`src/design/dsdl_pkg.sv`:
```
// ----------------------------------------------------------------------------
// dsdl_pkg
// Shared types and codes of the distance sorted draw list: request and
// response payloads, stored entry and cell control groups.
// ----------------------------------------------------------------------------
package dsdl_pkg;

   localparam int TYPE_W  = 3;
   localparam int INDEX_W = 15;
   localparam int DIST_W  = 32;
   localparam int FLAGS_W = 8;
   localparam int POS_W   = 10;
   localparam int MODE_W  = 2;
   localparam int COUNT_OUT_W = 11;

   localparam logic [MODE_W-1:0] MODE_CLEAR  = 2'd0;
   localparam logic [MODE_W-1:0] MODE_INSERT = 2'd1;
   localparam logic [MODE_W-1:0] MODE_LOOKUP = 2'd2;
   localparam logic [MODE_W-1:0] MODE_READ   = 2'd3;

   typedef struct packed {
      logic [MODE_W-1:0]  mode;
      logic [TYPE_W-1:0]  item_kind;
      logic [INDEX_W-1:0] item_index;
      logic [DIST_W-1:0]  distance;
      logic [FLAGS_W-1:0] item_flags;
      logic [POS_W-1:0]   position;
   } req_type;

   typedef struct packed {
      logic                   accepted;
      logic                   found;
      logic [COUNT_OUT_W-1:0] entry_count;
      logic                   read_valid;
      logic [TYPE_W-1:0]      read_kind;
      logic [INDEX_W-1:0]     read_index;
      logic [DIST_W-1:0]      read_distance;
      logic [FLAGS_W-1:0]     read_flags;
   } rsp_type;

   typedef struct packed {
      logic [TYPE_W-1:0]  item_kind;
      logic [INDEX_W-1:0] item_index;
      logic [DIST_W-1:0]  distance;
      logic [FLAGS_W-1:0] item_flags;
   } entry_type;

   typedef struct packed {
      logic      hit;
      entry_type entry;
   } probe_type;

   typedef struct packed {
      logic insert;
      logic probe;
   } cell_ctrl_type;

endpackage

```
`src/design/dsdl_cell.sv`:
```
// ----------------------------------------------------------------------------
// dsdl_cell
// One slot of the sorted list. Compares its key against a new request,
// shifts its neighbor's entry in on insert and captures a probe hit.
// ----------------------------------------------------------------------------
module dsdl_cell #(
   parameter int CELL_ID = 0,
   parameter int COUNT_W = 11
) (
   input  logic                  clock,
   input  dsdl_pkg::cell_ctrl_type ctrl,
   input  dsdl_pkg::req_type     req,
   input  logic [COUNT_W-1:0]    count,
   input  logic                  prev_gt,
   input  dsdl_pkg::entry_type   prev_entry,
   output logic                  gt,
   output dsdl_pkg::entry_type   entry,
   output dsdl_pkg::probe_type   probe
);
   import dsdl_pkg::*;

   localparam logic REACHABLE = CELL_ID < (1 << POS_W);

   entry_type entry_ff, entry_in;
   probe_type probe_ff, probe_in;
   entry_type new_entry;
   logic      occupied;
   logic      hit;

   assign occupied = COUNT_W'(CELL_ID) < count;
   assign gt       = !occupied || (entry_ff.distance > req.distance);

   assign new_entry.item_kind  = req.item_kind;
   assign new_entry.item_index = req.item_index;
   assign new_entry.distance   = req.distance;
   assign new_entry.item_flags = req.item_flags;

   always_comb begin
      entry_in = entry_ff;
      if (ctrl.insert) begin
         priority if (prev_gt) begin
            entry_in = prev_entry;
         end else if (gt) begin
            entry_in = new_entry;
         end else begin
            entry_in = entry_ff;
         end
      end
   end

   always_comb begin
      if (req.mode == MODE_LOOKUP) begin
         hit = occupied && (entry_ff.item_kind == req.item_kind)
               && (entry_ff.item_index == req.item_index);
      end else begin
         hit = occupied && REACHABLE && (req.position == POS_W'(CELL_ID));
      end
      probe_in.hit   = hit;
      probe_in.entry = hit ? entry_ff : '0;
   end

   always_ff @(posedge clock) begin
      entry_ff <= entry_in;
      if (ctrl.probe) begin
         probe_ff <= probe_in;
      end
   end

   assign entry = entry_ff;
   assign probe = probe_ff;

endmodule

```
`config.mk`:
```
export PLATFORM = sky130hd
export DESIGN_NAME = dsdl_cell
export DESIGN_NICKNAME = d
export VERILOG_FILES = /design/src/design/dsdl_pkg.sv /design/src/design/dsdl_cell.sv
export SDC_FILE = /design/constraint.sdc
export NUM_CORES = 1
export LEC_CHECK = 0
export BUFFER_PORTS_ARGS = -buffer_cell sky130_fd_sc_hd__buf_2
export CAP_MARGIN = 20
export CORE_UTILIZATION = 51
export DETAILED_ROUTE_END_ITERATION = 16
export GPL_TIMING_DRIVEN = 0
export HOLD_SLACK_MARGIN = 0.08
export PLACE_DENSITY = 0.85
export SLEW_MARGIN = 20
export SYNTH_ARGS = -nofsm -noshare
export SYNTH_HDL_FRONTEND = slang
export SYNTH_SLANG_ARGS = --single-unit
export TNS_END_PERCENT = 100
```
`constraint.sdc`:
```
create_clock -name clock -period 10.35 [get_ports clock]
set_input_delay 1.035 -clock clock [delete_from_list [all_inputs] [get_ports clock]]
set_output_delay 1.035 -clock clock [all_outputs]
set_load 0.05 [all_outputs]
```
## After elaboration in Yosys (flattened, before gate mapping)

Cells that the tools add are included.

- Word-level logic and storage cells: 25
- Output and inout port bits: 118
- Bits in registers: 117
- Bits of input ports: 143

- Reductions and logical operators: 8
- Mux-type cells: 3
- Equal/unequal tests: 3
- Magnitude comparators: 2

Operators by type and width:

| kind | count |
|---|---|
| 2-to-1 mux 58 bit | 2 |
| > comparator 32 bit | 1 |
| == test 15 bit | 1 |
| less-than comparator 1 x 11 -> 1 bit, first input constant | 1 |
| zero test 10 bit | 1 |
| == test 3 bit | 1 |
| logical AND 1 bit | 3 |
| == test 2 bit, second input constant | 1 |
| AND reduction 2 bit | 1 |
| nonzero test 2 bit | 1 |
| zero test 1 bit | 1 |
| logical OR 1 bit | 1 |
| 2-to-1 mux 1 bit | 1 |

## Logic depth before layout (Yosys ltp)

- Depth after elaboration: 5
- Mapped depth: 7
- Depth with buffers taken out: 7

## Worst setup path before layout

OpenSTA, ideal clock, no wires.

- Path kind: input port to flip-flop
- From: input req[32] (netlist bit)
- To: register entry_ff (netlist bit entry[0]) (enable)
- Arrival time: 5.324 ns
- Path buffers: 0
- Stages on the path: 7
- Setup slack: 4.518 ns
- Setup time: 0.509 ns
- Data required time: 9.841 ns
- Cell sequence: inv_1 -> ha_1 -> nand4_1 -> nor4_1 -> a21boi_0 -> o31ai_1 -> a31oi_1

- Longest elaborated chain between the ends: 4

RTL lines:

| element | RTL line | RTL |
|---|---|---|
| start: declaration | dsdl_cell.sv:12 | `input dsdl_pkg::req_type req,` |
| > comparator 32 bit | dsdl_cell.sv:31 | `assign gt = !occupied \|\| (entry_ff.distance > req.distance);` |
| logical OR 1 bit | dsdl_cell.sv:31 |  |
| nonzero test 2 bit (no line) | - |  |
| AND reduction 2 bit (no line) | - |  |
| end signal: assignment | dsdl_cell.sv:63 | `entry_ff <= entry_in;` |
| end: declaration | dsdl_cell.sv:24 | `entry_type entry_ff, entry_in;` |

No other way between the ends.
A chain may end at the register's enable or synchronous reset.

## Worst setup path in the final report

- From: input count[7]
- To: output gt

- Longest elaborated chain between the ends: 3

RTL lines:

| element | RTL line | RTL |
|---|---|---|
| start: declaration | dsdl_cell.sv:13 | `input logic [COUNT_W-1:0] count,` |
| less-than comparator 1 x 11 -> 1 bit | dsdl_cell.sv:30 | `assign occupied = COUNT_W'(CELL_ID) < count;` |
| zero test 1 bit | dsdl_cell.sv:31 |  |
| logical OR 1 bit | dsdl_cell.sv:31 |  |
| end: declaration | dsdl_cell.sv:16 | `output logic gt,` |

No other way between the ends.

==> run metrics <==
setup_tns 0 ns; gpl congestion 0.855; drt total wl approximately 17000 um; Worst Path Required 9.32 ns; simple-gate area share of the yosys netlist 0.146; worst slew pin tran 0.840 ns; f_max 0.247 GHz; #FFs+latches synth 117; status finished clean; initial antenna violation count 2; post-synthesis xor/xnor area fraction 0.0273; Num CTS Buffers 17; Die H 108 um; Setup-failing EPs final 0; core footprint 10900 um^2; RSZ-0062 raised after global routing false; placed cell area 7350 um^2; Yosys top cell by area edfxtp_1; CTS Hold Bufs 0; library cells used by synthesis 34; CTS tree done; maximum number of pins on one net before global-route repair 60; busiest grt layer met2; Tot GR Track Use 0.289; adder-cell share of the synthesized area 0.0694; # resized after CTS 0; period utilisation layout 0.391; VDD IR-drop max 0.116 mV; pwr/cell area 173 nW/um^2; Routed wire per std cell ~19 um; worst min-delay path class flip-flop to flip-flop; TritonRoute pass-1 iters 4; Clock transition at path regs 0.05 ns; Layout Skew 0.00675 ns; I/O pins 261; Layout Cell Area excl Fill 7920 um^2; asr flop ratio synth 0; fin crit period 4.05 ns; clock tree buffer depth 2; Seq/Total Area, Yosys 0.609; met3 global-route usage 0.0735; Syn Inst Count 438; crit path kind input pin to primary output; Setup Buffers After CTS 0; Nets about 890; Max-Cap Viols 0; vias per cell 5.42; GR Util met2 0.504; Root Driver clkbuf_16; mux contribution to synthesized area 0.0527; Core Rows 38; syn nets slightly above 600; width of the die between 100 and 150 um; share of layout cells above drive strength 1 0.449; # DRC 0; largest family of logic cells by synthesized area simple AND/OR/NAND/NOR gates; # placed instances 840; vias in the first global route 4775; final hold slack 0.635 ns; Area Overhead vs Synth 37.1%; largest cells by area after synthesis edfxtp_1 61%, ha_1 6.9%, nor3b_1 6.4%, mux2_2 5.3%, o21ai_0 2.9%; Post-DP HPWL 12600 um; clock sinks around 120; CP startpoint kind input pin; Post-DRT Antenna Nets 0; compound-gate portion of the synthesized area 0.0572; effective utilization at floorplan 0.528; clock latency at the later pin of the worst-skew pair 0.42 ns; Critical Path AT 3.01 ns; Synth Area per Inst 13.2 um^2; CP Capture Type primary output; met1 GRT Util 0.321; leakage dissipation between 3 and 4 nW; synth warn 0; port bufs roughly 260; die area 11700 um^2; Final Hold Fails 0; Congestion Overflow GR 0; Post-synth EDFFs 117; total chip power 1.37 mW; Synth Flop Type edfxtp_1; share of the synthesized area in the top cell type 0.609; first-pass GRT wire length 24500 um; maximum fanout along the worst path 10; Netlist Area Pre-Place between 5000 and 6000 um^2; final cell count without fillers 873; Slew Limit Fails 0; Worst slew margin 0.440; vias post-DR between 4000 and 5000; CTS H-Tree Depth 4; drt initial violations 199
-- registers in the layout, indices dropped and copies added, names as in the netlist --
signal and flops:
probe 59, entry 58
-- metrics by stage --
stage / util / setup slack [ns]
finish: 0.724 / 6.30
global route: 0.724 / 6.17
CTS: 0.723 / 6.28
detailed placement: 0.672 / 6.27
global placement: 0.662 / 2.63
floorplan: - / 4.52
-- area by class of cell --
cell class                      instances  area, um^2
Sequential cell                       117        3510
Fill cell                             764        3020
Multi-Input combinational cell        267        2060
Timing Repair Buffer                  262        1380
Clock buffer                           24         452
Tap cell                              140         175
Inverter                               32         120
Clock inverter                          7         105
Buffer                                 22         105
Antenna cell                            2        5.00
-- layer usage --
metal / vias to the layer above / wire length (um)
li1: 2201 / -
met1: 2253 / 6190
met2: 238 / 8600
met3: 40 / 1300
met4: 0 / 620
met5: - / 0
-- report_power, final --
| part | total, mW | switching (mW) | internal, mW | leakage [nW] |
|---|---|---|---|---|
| Sequential | 0.570 | 0.0169 | 0.553 | 1.18 |
| Combinational | 0.235 | 0.160 | 0.0752 | 2.06 |
| Clock | 0.565 | 0.192 | 0.373 | 0.266 |
-- final timing paths --
path,from,to,slack (ns),cells past startpoint
worst max-delay path,count[7],gt,6.30,8
worst min-delay path,entry[2],probe[2],0.64,1
worst max register to register,entry[22],entry[8],7.43,8
worst min register to register,entry[2],probe[2],0.64,1
-- Yosys cell counts, drive strengths merged, types with 2 or more instances --
cell	count
edfxtp	117
nor4	11
a21oi	14
nand3	5
ha	32
a21o	2
nor2	5
o21ai	34
nor3	2
buf	12
a21boi	2
o31ai	2
and4	4
xor2	18
nand2	37
nand4	6
mux2	27
inv	32
nor3b	57
clkbuf	10
-- logic make-up after synthesis --
group	Yosys count
and+or+nand+nor	131
DFF	117
AOI/OAI and AO/OA	59
buffers and inverters	54
adders and majority gates	32
muxes	27
xor gates and xnor gates	18
-- cell usage in the layout (no fill, tap or decap), types with 2 or more instances in the layout --
cell	instances
buf_2	264
edfxtp_1	117
nor3b_1	49
nand2_1	37
o21ai_0	34
inv_1	32
ha_1	32
mux2_2	27
xor2_1	18
clkbuf_1	17
clkbuf_16	17
a21oi_1	14
nor4_1	10
nor3b_2	8
nand4_1	6
nand3_1	5
nor2_1	5
buf_1	4
and4_1	4
clkinv_1	4
bufinv_16	3
buf_16	3
diode_2	2
a21boi_0	2
a21o_1	2
o31ai_1	2
buf_6	2
-- worst max-delay path, stage by stage --
cell and delay [ns]:
buf_2 0.10, nor4_1 0.27, nand2_1 0.17, nor4_4 0.56, buf_2 0.39, nor2_1 0.08
a21oi_1 0.12, buf_2 0.29
Power figures use the tool's default switching activity.
